--- config.mk ---
export PLATFORM = sky130hd
export DESIGN_NAME = tbds_cell
export DESIGN_NICKNAME = d
export VERILOG_FILES = /design/src/design/tbds_pkg.sv /design/src/design/tbds_cell.sv
export SDC_FILE = /design/constraint.sdc
export NUM_CORES = 1
export LEC_CHECK = 0
export ABC_AREA = 0
export BUFFER_PORTS_ARGS = -buffer_cell sky130_fd_sc_hd__buf_2
export CORE_AREA = 2 2 115 117
export CTS_CLUSTER_DIAMETER = 150
export DETAILED_ROUTE_END_ITERATION = 7
export DIE_AREA = 0 0 117 119
export GPL_TIMING_DRIVEN = 0
export MAX_ROUTING_LAYER = met4
export PLACE_DENSITY = 0.7
export SLEW_MARGIN = 0
export SYNTH_ARGS = -nofsm -noshare
export SYNTH_HDL_FRONTEND = slang
export SYNTH_SLANG_ARGS = --single-unit
--- constraint.sdc ---
create_clock -name aclk -period 2.1 [get_ports aclk]
set_clock_uncertainty 0.2 [all_clocks]
set_input_delay 0.315 -clock aclk [delete_from_list [all_inputs] [get_ports aclk]]
set_output_delay 0.315 -clock aclk [all_outputs]
set_load 0.05 [all_outputs]
--- src/design/tbds_pkg.sv ---
// Shared types, widths and codes for the timer bank deadline scanner.
`default_nettype none
package tbds_pkg;

    localparam int NUM_TIMERS = 16;
    localparam int CNT_W      = (NUM_TIMERS > 1) ? $clog2(NUM_TIMERS) : 1;

    localparam int FUNC_W   = 3;
    localparam int TID_W    = 4;
    localparam int PERIOD_W = 31;
    localparam int TIME_W   = 63;
    localparam int CLK_W    = 14;
    localparam int MS_W     = 10;
    localparam int PROD1_W  = PERIOD_W + CLK_W;
    localparam int PROD2_W  = PROD1_W + MS_W;
    localparam int SUM_W    = TIME_W + 1;

    localparam logic [TIME_W-1:0] MAX63          = {TIME_W{1'b1}};
    localparam logic [CLK_W-1:0]  RATE_MHZ_RESET = CLK_W'(1000);
    localparam logic [MS_W-1:0]   MS_PER_SEC_K   = MS_W'(1000);

    // Timer modes
    localparam logic [1:0] MODE_STOPPED = 2'd0;
    localparam logic [1:0] MODE_RUNNING = 2'd1;
    localparam logic [1:0] MODE_EXPIRED = 2'd2;

    // Operation codes
    localparam logic [FUNC_W-1:0] FUNC_START   = 3'd0;
    localparam logic [FUNC_W-1:0] FUNC_RESTART = 3'd1;
    localparam logic [FUNC_W-1:0] FUNC_STOP    = 3'd2;
    localparam logic [FUNC_W-1:0] FUNC_FORCE   = 3'd3;
    localparam logic [FUNC_W-1:0] FUNC_ADJUST  = 3'd4;
    localparam logic [FUNC_W-1:0] FUNC_QUERY   = 3'd5;
    localparam logic [FUNC_W-1:0] FUNC_SCAN    = 3'd6;

    typedef struct packed {
        logic [1:0]          mode;
        logic [PERIOD_W-1:0] period;
        logic [TIME_W-1:0]   deadline;
        logic                fired;
    } timer_rec_t;

    typedef struct packed {
        logic                go;
        logic [PERIOD_W-1:0] period_ms;
        logic [TIME_W-1:0]   now;
    } arm_req_t;

endpackage
`default_nettype wire

--- src/design/tbds_cell.sv ---
// One timer slot of the rotating ring: loads a command write or its neighbor's record.
`default_nettype none
module tbds_cell
    import tbds_pkg::*;
(
    input  wire logic       aclk,
    input  wire logic       aresetn,
    input  wire logic       shift_en,
    input  wire timer_rec_t shift_in,
    input  wire logic       wr_en,
    input  wire timer_rec_t wr_rec,
    output timer_rec_t      rec
);

    logic [1:0]          mode_reg;
    logic [PERIOD_W-1:0] period_reg;
    logic [TIME_W-1:0]   deadline_reg;
    logic                fired_reg;

    // mode, period and fired flag have defined reset values
    always_ff @(posedge aclk) begin
        if (!aresetn) begin
            mode_reg   <= MODE_STOPPED;
            period_reg <= '0;
            fired_reg  <= 1'b0;
        end else if (wr_en) begin
            mode_reg   <= wr_rec.mode;
            period_reg <= wr_rec.period;
            fired_reg  <= wr_rec.fired;
        end else if (shift_en) begin
            mode_reg   <= shift_in.mode;
            period_reg <= shift_in.period;
            fired_reg  <= shift_in.fired;
        end
    end

    // deadline is only read while running, so no reset
    always_ff @(posedge aclk) begin
        if (wr_en) begin
            deadline_reg <= wr_rec.deadline;
        end else if (shift_en) begin
            deadline_reg <= shift_in.deadline;
        end
    end

    assign rec = '{mode: mode_reg, period: period_reg, deadline: deadline_reg,
                   fired: fired_reg};

endmodule
`default_nettype wire

# == Word-level counts from Yosys, hierarchy flattened ==
# Index checks and enable logic that the tools add are counted.
# classes
add_sub_neg,0
n_mul,0
n_div,0
order_cmp,0
eq_ne,0
shift,0
n_mux,8
bitwise_logic,0
reduce_logical,1
# ops
cell,count
$mux W63,2
$mux W31,2
$mux W2,2
$mux W1,2
$reduce_bool A2 Y1,1
# totals
regBits,97
latch_bits,0
mem_bits_rw,0
mem_bits_ro,0
input_bits,198
output_inout_bits,97
word_cells,13
mem_count,0

# == Longest topological paths before layout ==
# depth
ltp_word,2
depth_mapped,4
mapped_depth_nobuf,2

# == Worst setup path before layout ==
# No wires, ideal clock.
# synth_timing
path_kind,in2reg
from,in wr_en
to,reg deadline_reg[0] (enable)
setup_ns,0.394
t_arrival_ns,1.488
required_ns,1.506
path_slack_ns,0.018
stages,3
path_buffers,2
path_cell_list,buf_2 > buf_4 > or2_2
# synth_between
elab_chain_len,1
# synth_lines
element,line,source
"start, declared",tbds_cell.sv:10,"input wire logic wr_en,"
$reduce_bool A2 Y1 (no source line),-,
"end signal, assigned",tbds_cell.sv:40,deadline_reg <= wr_rec.deadline;
"end signal, assigned",tbds_cell.sv:42,deadline_reg <= shift_in.deadline;
"end, declared",tbds_cell.sv:17,logic [TIME_W-1:0] deadline_reg;
# No other way between the ends.
# A chain may end at the register's enable or synchronous reset.

# == Worst setup path in the final report ==
# layout_timing
from,in wr_en
to,reg deadline_reg[48] (enable)
# Same word-level chain as after synthesis.

==> out/qor.csv <==
stage;metric;value;unit
run_status;status;finished, final reports clean;
detailed_routing;met2 wire length;6250;um
layout;max reg flops;63;
layout;P&R area growth vs syn;44.6;%
floorplanning;die area;13900;sq um
layout;commonest non-fill, non-tap cell in the layout;buf_2;
global_route;first-pass GRT wire length;17600;um
sta;fin crit period;1.78;ns
floorplanning;die width;117;um
layout;commonest non-fill, non-tap cells in the layout;298 x buf_2, 68 x mux2_2, 63 x edfxtp_1;
layout;Multi-input gate area;1760;sq um
synthesis;Yosys top cell area share;42.2;%
detailed_routing;DR DRC count;0;
clocking;Root Driver;clkbuf_16;
sta;final setup TNS;0;ns
synthesis;Seq cells post-synth;97;
detailed_routing;DRT iter0 DRCs;96;
global_route;global route overflow;0;
global_route;GRT Util Overall;17.3;%
worst_setup_path;Critical R2R Launch;period_reg[30];
run;max cap viols;0;
worst_setup_path;Worst Setup EP;deadline_reg[48];
layout;fin cells;767;
layout;filler instances;1135;
synthesis;Synth Net Count;484;
power_and_ir_drop;Static Leak;3.29;nW
clocking;Clock Sink Count;97;
floorplanning;io pins;295;
detailed_routing;DR pass1 iterations;4;
detailed_routing;ANT nets after route;0;
layout;nets;786;
clocking;Post-CTS Hold Buffers;0;
floorplanning;die height;119;um
synthesis;area leader, netlist;edfxtp_1;
placement;RePlAce Congestion;0.782;
placement;HPWL after detailed placement;9540;um
clocking;CTS Buf Count;9;
sta;highest clock rate;560;MHz
synthesis;Yosys cell types;12;
worst_setup_path;Crit Reg-Reg Endpoint;period_reg[30];
clocking;setup bufs post-CTS;0;
floorplanning;# rows;42;
worst_setup_path;Crit path arrival time;1.55;ns
layout;ANT cells;0;
clocking;CTS resizes;0;
sta;RSZ-0062 raised after global routing;false;
global_route;initial antenna violation count;0;
synthesis;post-synthesis sequential area ratio;57.3;%
detailed_routing;via count;3475;
sta;Worst slew margin;42.7;%
sta;final-report hold violation count;0;
detailed_routing;max layer used;met4;
placement;cell count after placement;753;
worst_setup_path;crit-path max FO;63;
synthesis;synth top area cells;edfxtp_1 42%, mux2_2 17%, dfxtp_1 15%;
synthesis;syn avg cell area;15.7;sq um
worst_setup_path;reg-to-reg slack, setup;1.00;ns
layout;layout cells sized above 1;70.7;%
detailed_routing;Vias/cell;4.53;
floorplanning;Core Area;12900;sq um
sta;final slew viol count;0;
detailed_routing;Routed wire per std cell;15.9;um
power_and_ir_drop;P per Cell Area;857;nW/um^2
worst_setup_path;worst reg-to-reg path cell count;2;
clocking;Clock transition at path regs;0.06;ns
sta;actual slew at the worst max-slew pin;0.860;ns
clocking;H-tree level count;3;
clocking;Worst-Skew Late Latency;0.33;ns
worst_setup_path;critical path class;input pin to flop;
worst_setup_path;Worst Setup SP;wr_en;
worst_hold_path;Hold Path Origin;shift_in[56];
synthesis;Yosys warning total;0;
detailed_routing;Post-Route M1 WL;4760;um
worst_hold_path;Hold Crit Class;input pin to flop;
global_route;vias in the first global route;3689;
clocking;Max Buffers Root-to-Sink;2;
placement;PortBufs;291;
worst_setup_path;Worst setup EP type;flop;
floorplanning;starting density of the core;34.9;%
sta;WHS;0.0729;ns
worst_setup_path;Startpoint Class;input pin;
global_route;maximum number of pins on one net before global-route repair;64;
detailed_routing;routed wire length;12200;um
detailed_routing;met3 WL;930;um
synthesis;Syn Inst Count;286;
clocking;CTS tree;built;
layout;area occupied by registers;2570;sq um
synthesis;Synth Cell Area;4490;sq um
worst_setup_path;worst endpoint required time;1.87;ns
power_and_ir_drop;Max rail drop VDD;0.407;mV
sta;Final Cycle Share;85.0;%
sta;Final setup viols;0;
## layer usage
layer	track usage, %	vias to the layer above
li1	-	1673
met1	17.8	1601
met2	30.8	182
met3	4.48	19
met4	7.06	0
met5	-	-
## final cells by class
cell class | instances | share of cell area (%)
Sequential cell | 97 | 39.6
Multi-Input combinational cell | 166 | 27.2
Timing Repair Buffer | 291 | 22.4
Clock buffer | 10 | 3.53
Tap cell | 176 | 3.39
Buffer | 23 | 2.39
Clock inverter | 4 | 1.45
## cells in the mapped netlist (all sizes together)
cell type	n
buf	17
clkbuf	6
dfxtp	34
edfxtp	63
mux2	97
nand2b	34
o211a	34
or2	1
## worst max-delay path: stages
cell   delay, ns
buf_2       0.24
buf_4       0.24
or2_4       0.71
## stage by stage
step           instance area [sq um]  worst slack (ns)  util [%]  power (mW)
6_report                        6490             0.315      50.4        5.56
5_1_grt                         6490             0.162      50.4        5.74
4_1_cts                         6490             0.258      50.4        5.60
3_5_place_dp                    6170            -0.107      47.9        3.78
3_3_place_gp                    6160            -0.555      47.9        3.76
2_1_floorplan                   4490            0.0180         -        3.35
## cells by family after synthesis
family / count (synthesis) / synth area share [%]
AOI/OAI and AO/OA: 34 / 7.58
buffers and inverters: 23 / 3.46
DFF: 97 / 57.3
muxes: 97 / 26.8
and+or+nand+nor: 35 / 4.88
## worst min-delay path by stage
stage | to | slack [ns] | depth (start not counted)
2_1_floorplan | deadline_reg[17] | 0.33 | 1
3_3_place_gp | period_reg[16] | 0.38 | 2
3_5_place_dp | period_reg[11] | 0.39 | 2
4_1_cts | deadline_reg[55] | 0.06 | 2
5_1_grt | deadline_reg[2] | 0.06 | 2
6_report | deadline_reg[55] | 0.07 | 2
## report_power, final
part / internal [mW] / switching (mW)
combinational: 0.484 / 0.952
clock: 1.15 / 0.682
sequential: 2.24 / 0.0573
total: 3.87 / 1.69
No activity file was read; power rests on OpenSTA's default activity.
