--- config.mk ---
export PLATFORM = sky130hd
export DESIGN_NAME = tbds_arm
export DESIGN_NICKNAME = d
export VERILOG_FILES = /design/src/design/tbds_pkg.sv /design/src/design/tbds_arm.sv
export SDC_FILE = /design/constraint.sdc
export NUM_CORES = 2
export LEC_CHECK = 0
export BUFFER_PORTS_ARGS = -buffer_cell sky130_fd_sc_hd__buf_2
export CAP_MARGIN = 20
export CORE_AREA = 3 3 256 195
export CTS_CLUSTER_SIZE = 16
export DETAILED_ROUTE_END_ITERATION = 8
export DIE_AREA = 0 0 259 198
export GPL_ROUTABILITY_DRIVEN = 0
export GPL_TIMING_DRIVEN = 0
export PLACE_DENSITY = 0.83
export RECOVER_POWER = 25
export SYNTH_ARGS = -nofsm -noshare
export SYNTH_HDL_FRONTEND = slang
export SYNTH_SLANG_ARGS = --single-unit
--- constraint.sdc ---
create_clock -name aclk -period 11.2 [get_ports aclk]
set_clock_uncertainty 0.05 [all_clocks]
set_input_delay 3.36 -clock aclk [delete_from_list [all_inputs] [get_ports aclk]]
set_output_delay 3.36 -clock aclk [all_outputs]
set_load 0.02 [all_outputs]
--- src/design/tbds_pkg.sv ---
// Shared types, widths and codes for the timer bank deadline scanner.
`default_nettype none
package tbds_pkg;

    localparam int NUM_TIMERS = 16;
    localparam int CNT_W      = (NUM_TIMERS > 1) ? $clog2(NUM_TIMERS) : 1;

    localparam int FUNC_W   = 3;
    localparam int TID_W    = 4;
    localparam int PERIOD_W = 31;
    localparam int TIME_W   = 63;
    localparam int CLK_W    = 14;
    localparam int MS_W     = 10;
    localparam int PROD1_W  = PERIOD_W + CLK_W;
    localparam int PROD2_W  = PROD1_W + MS_W;
    localparam int SUM_W    = TIME_W + 1;

    localparam logic [TIME_W-1:0] MAX63          = {TIME_W{1'b1}};
    localparam logic [CLK_W-1:0]  RATE_MHZ_RESET = CLK_W'(1000);
    localparam logic [MS_W-1:0]   MS_PER_SEC_K   = MS_W'(1000);

    // Timer modes
    localparam logic [1:0] MODE_STOPPED = 2'd0;
    localparam logic [1:0] MODE_RUNNING = 2'd1;
    localparam logic [1:0] MODE_EXPIRED = 2'd2;

    // Operation codes
    localparam logic [FUNC_W-1:0] FUNC_START   = 3'd0;
    localparam logic [FUNC_W-1:0] FUNC_RESTART = 3'd1;
    localparam logic [FUNC_W-1:0] FUNC_STOP    = 3'd2;
    localparam logic [FUNC_W-1:0] FUNC_FORCE   = 3'd3;
    localparam logic [FUNC_W-1:0] FUNC_ADJUST  = 3'd4;
    localparam logic [FUNC_W-1:0] FUNC_QUERY   = 3'd5;
    localparam logic [FUNC_W-1:0] FUNC_SCAN    = 3'd6;

    typedef struct packed {
        logic [1:0]          mode;
        logic [PERIOD_W-1:0] period;
        logic [TIME_W-1:0]   deadline;
        logic                fired;
    } timer_rec_t;

    typedef struct packed {
        logic                go;
        logic [PERIOD_W-1:0] period_ms;
        logic [TIME_W-1:0]   now;
    } arm_req_t;

endpackage
`default_nettype wire

--- src/design/tbds_arm.sv ---
// Deadline pipeline: now + period_ms * rate_mhz * 1000, saturated.
`default_nettype none
module tbds_arm
    import tbds_pkg::*;
(
    input  wire logic              aclk,
    input  wire logic              aresetn,
    input  wire arm_req_t          req,
    input  wire logic [CLK_W-1:0]  rate_mhz,
    output logic                   done,
    output logic [TIME_W-1:0]      deadline
);

    logic                v1_reg, v2_reg, v3_reg;
    logic [PROD1_W-1:0]  p1_reg, p1_next;
    logic [PROD2_W-1:0]  p2_reg, p2_next;
    logic [TIME_W-1:0]   now1_reg, now2_reg;
    logic [TIME_W-1:0]   dl_reg, dl_next;
    logic [SUM_W-1:0]    sum;

    assign p1_next = PROD1_W'(req.period_ms) * PROD1_W'(rate_mhz);
    assign p2_next = PROD2_W'(p1_reg) * PROD2_W'(MS_PER_SEC_K);
    assign sum     = SUM_W'(now2_reg) + SUM_W'(p2_reg);
    assign dl_next = sum[SUM_W-1] ? MAX63 : sum[TIME_W-1:0];

    always_ff @(posedge aclk) begin
        if (!aresetn) begin
            v1_reg <= 1'b0;
            v2_reg <= 1'b0;
            v3_reg <= 1'b0;
        end else begin
            v1_reg <= req.go;
            v2_reg <= v1_reg;
            v3_reg <= v2_reg;
        end
    end

    always_ff @(posedge aclk) begin
        p1_reg   <= p1_next;
        now1_reg <= req.now;
        p2_reg   <= p2_next;
        now2_reg <= now1_reg;
        dl_reg   <= dl_next;
    end

    assign done     = v3_reg;
    assign deadline = dl_reg;

endmodule
`default_nettype wire
### Word level (Yosys, flattened, before mapping)

Index checks and enable logic that the tools add are counted.

* output and inout port bits: 64
* input port bits: 111
* word-level logic and storage cells: 11
* bits in registers: 289

* add/sub/neg operators: 1
* multipliers: 2

Operators by type and width (count)
* adder 63 x 55 -> 64 bit: 1
* multiplier 45 x 7 -> 52 bit, second input constant: 1
* multiplier 31 x 14 -> 45 bit: 1

### Logic depth before layout (Yosys ltp)

* depth in word-level cells: 1
* depth in mapped cells: 25
* depth with buffers taken out: 24

### Least setup slack after synthesis

Ideal clock, no wire load.

* kind: input -> register
* from: in req[82] in the netlist's numbering
* to: reg p1_reg[43]
* data arrival time: 9.050 ns
* slack: 1.964 ns
* buffers on the path: 1
* stages: 23
* library setup time: 0.136 ns
* required time: 11.014 ns
* cell sequence: clkbuf_1 > and2_1 > fa_1 > inv_1 > fa_1 > inv_1 > fa_1 > fa_1 > fa_1 > inv_1 > fa_1 > inv_1 > ha_1 > a21oi_1 > a21oi_1 > or2_2 > a21o_1 > a21oi_1 > o21ai_0 > or4_1 > a31oi_1 > o41ai_1 > xor2_1

* word-level cells in the longest chain between the ends: 1

Ends and longest elaborated chain
* from (decl): RTL line tbds_arm.sv:8 `input wire arm_req_t req,`
* multiplier 31 x 14 -> 45 bit: RTL line tbds_arm.sv:21 `assign p1_next = PROD1_W'(req.period_ms) * PROD1_W'(rate_mhz);`
* via p1_next[43]: RTL line tbds_arm.sv:15 `logic [PROD1_W-1:0] p1_reg, p1_next;`
* to (signal assigned): RTL line tbds_arm.sv:39 `p1_reg <= p1_next;`
* to (decl): RTL line tbds_arm.sv:15

The timed path passes the listed nets, and every way through them passes these cells.
A chain may end at the register's enable or synchronous reset.

### Worst setup path in the final report

* from: in rate_mhz[5]
* to: reg p1_reg[43]

* word-level cells in the longest chain between the ends: 1

Ends and longest elaborated chain
* from (decl): RTL line tbds_arm.sv:9 `input wire logic [CLK_W-1:0] rate_mhz,`
* multiplier 31 x 14 -> 45 bit: RTL line tbds_arm.sv:21
* via p1_next[43]: RTL line tbds_arm.sv:15

The timed path passes the listed nets, and every way through them passes these cells.

==> results by group <==
Outcome
  • Outcome: finished clean

Detailed routing
  • Drt wl/cell: 17.5 um
  • Drt drc: 0
  • Antenna Violating Nets Remaining: 0
  • Drt total wl: 70900 um
  • Vias per std cell: 5.46
  • Via count: 22187
  • Number of detailed-routing iterations run before antenna repair: 7
  • DR iter-0 viols: between 1500 and 2000

Yosys
  • Post-Syn Instances: 3200
  • Sequential share of the synthesized area: 19.0%
  • Yosys top cell by area: fa_1
  • Syn_nets: 4099
  • Synth Flop Type: dfxtp_1
  • Post-synth top area share: 34.0%
  • #FFs+latches synth: 289
  • Distinct cells, synth: 77
  • Ys Warns: 0
  • Syn Area/Cell: 9.51 um^2
  • Synth top area cells: fa_1 (34%), dfxtp_1 (19%), ha_1 (11%)
  • EDFF count, synth: 0
  • Synth async-reset ratio: 0%
  • Post-Synthesis Cell Area: between 30000 and 40000 um^2

Final layout
  • Area Growth Syn to Fin: 8.54%
  • Share of post-route cells with drive strength above 1: 7.92%
  • Final instance area: approximately 33000 um^2
  • # diodes: 0
  • Filler cells: 3532
  • Fin nets: 4302

Setup path
  • Worst setup SP type: primary input
  • CP top delay family: adder cells
  • Crit path top cell by count: fa_1
  • Crit Reg-Reg Endpoint: p2_reg[53]
  • R2R setup slack: ~5800 ps
  • CP endpoint kind: register
  • Slowest-stage cell, CP: fa_1
  • Reg2Reg Launch Point: p1_reg[4]
  • Slowest stage delay, CP: 590 ps
  • Crit-path max FO: 10
  • Critical Path AT: 10190 ps
  • Crit-path cells: buf_2, clkbuf_1, nand2_1, fa_1, fa_1, inv_1, fa_1, fa_1, fa_1, inv_1, fa_1, inv_1, ha_1, a21oi_1, a21oi_1, or2_2, a21o_1, a21oi_1, o21ai_0, or4_1, a31oi_1, o41ai_1, xor2_1
  • Worst r2r path cells: 17
  • Worst Setup Path Type: primary input to register
  • Crit path buf inv count: 5
  • Req. time, crit path: about 12000 ps

Job
  • Max-cap viol count: 0

Clock tree
  • Deepest clock path buffer count: 3
  • Post-CTS sizing: 0
  • Clock Sinks: between 200 and 300
  • Post CTS Setup Buffer Count: 0
  • Clock slew at reported path FFs: 60 ps
  • CTS root buffer: clkbuf_16
  • CTS tree: yes
  • CTS Hold Bufs: 0
  • Worst-Skew Late Latency: between 500 and 600 ps
  • H-tree levels: 1
  • CTS buffer count: 27

Floorplanning
  • Starting Density: about 64%
  • Core area: 47400 um^2
  • Total Die Area: ~50000 um^2
  • Die width: approximately 260 um
  • FP Rows: 69
  • Die height: ~200 um
  • Top Ports: roughly 180

STA
  • Final Hold Vio Count: 0
  • Rel. slew slack: 29.8%
  • Max-slew violation count: 0
  • Actual slew at the worst max-slew pin: between 1000 and 1500 ps
  • Setup violators final: 0
  • RSZ-0062 raised after global routing: false
  • TNS Setup: 0 ps
  • Period utilization: a little under 90%
  • FMAX: 102 MHz
  • Final min period: 9840 ps

Min path
  • Hold Crit Depth: 0
  • Hold WC Path Type: register to register
  • Worst Hold End: now2_reg[50]
  • Worst Hold Launch: now1_reg[50]

GRT
  • GRT Util Overall: 28.4%
  • Initial antenna violation count: 1
  • Largest net degree at the start of global routing: 16
  • Total gr overflow: 0
  • Global-route wire length before repair: 116000 um
  • Vias in the first global route: approximately 23000

Place
  • Count of input and output buffers: 174
  • Post-DP HPWL: 57700 um
  • DP Area: 32100 um^2
[worst max path at each step]
stage	start	to	slack (ps)	cells after the start
floorplan	req[82]	p1_reg[43]	1960	23
global placement	rate_mhz[8]	p1_reg[43]	900	23
detailed placement	rate_mhz[8]	p1_reg[43]	940	23
CTS	rate_mhz[8]	p1_reg[43]	1480	23
global route	rate_mhz[5]	p1_reg[43]	1130	23
finish	rate_mhz[5]	p1_reg[43]	1360	23
[cell usage after synthesis, types with 4 or more instances]
cell,instances
fa_1,516
dfxtp_1,289
ha_1,272
and4_1,4
or3_1,4
o21bai_1,25
a31oi_1,19
o21a_1,13
nand4_1,18
and3_1,19
o211ai_1,11
nor2b_1,13
inv_1,598
a31o_2,4
o31ai_1,6
and3_2,6
nor3_1,20
xor2_1,52
xnor2_1,81
and2_1,239
nor2_1,71
nand3_1,36
buf_4,8
a21o_2,4
nand2b_1,19
o31a_1,6
o21ai_0,71
a21o_1,73
o21ai_1,4
a21oi_1,162
nand2_1,354
a211oi_1,9
mux2_2,4
clkbuf_1,98
[layer usage]
metal | global-route usage [%] | vias to the layer above | routed length (um)
li1 | - | 10407 | -
met1 | 39.6 | 10595 | 30300
met2 | 44.4 | 1029 | 30700
met3 | 7.93 | 152 | 7820
met4 | 7.22 | 4 | 1990
met5 | 0 | - | 62
[through the flow]
stage | hold slack [ps] | utilization [%] | instances | setup slack, ps
floorplan | 260 | - | 3200 | 1960
global placement | 260 | 67.7 | 4013 | 902
detailed placement | 262 | 67.7 | 4013 | 939
CTS | 268 | 69.7 | 4060 | 1480
global route | 283 | 69.7 | 4060 | 1130
finish | 267 | 69.7 | 4060 | 1360
[final cells by class]
class                           instances  area (um^2)  area share [%]
Multi-Input combinational cell       2203        21900            66.4
Sequential cell                       289         5790            17.5
Inverter                              598         2240            6.80
Timing Repair Buffer                  174          871            2.64
Tap cell                              639          800            2.42
Clock buffer                           34          742            2.25
Buffer                                110          464            1.41
Clock inverter                         13          185           0.561
[cells by family after synthesis]
family | Yosys count | share of synthesized area (%)
AND/OR/NAND/NOR | 821 | 13.3
AO/OA/AOI/OAI | 456 | 9.62
adder cells (fa/ha/maj) | 788 | 45.1
multiplexers | 5 | 0.197
XOR/XNOR | 133 | 3.83
flip-flops | 289 | 19.0
buffers and inverters | 708 | 8.90
[cell usage in the layout, fill, tap and decap left out, types with 9 or more instances in the layout]
master / n
o211ai_1: 11
and3_1: 19
xor2_1: 52
dfxtp_1: 289
buf_2: 176
a21o_1: 73
a31oi_1: 19
nand3_1: 36
xnor2_1: 81
clkbuf_1: 101
ha_1: 272
nand2b_1: 19
a211oi_1: 9
nor2_1: 71
o21a_1: 13
nor3_1: 20
a21oi_1: 162
fa_1: 516
inv_1: 598
nand2_1: 354
clkbuf_16: 27
o21bai_1: 25
o21ai_0: 71
nor2b_1: 13
nand4_1: 18
and2_1: 239
[worst reg2reg max path, stage by stage (launching register included)]
cell and delay [ps]:
dfxtp_1 420, fa_1 570, inv_1 50, fa_1 500
inv_1 50, fa_1 520, fa_1 410, ha_1 370
a21oi_1 230, o22ai_1 100, nor2_1 160, a21boi_0 520
nor4_1 180, o211ai_1 240, nor2b_1 390, o21a_1 260
o41ai_1 90, xor2_1 140
Power is left out: the tool's default activity adds up to more than one toggle a clock period on the data nets, which glitch-free logic cannot reach.
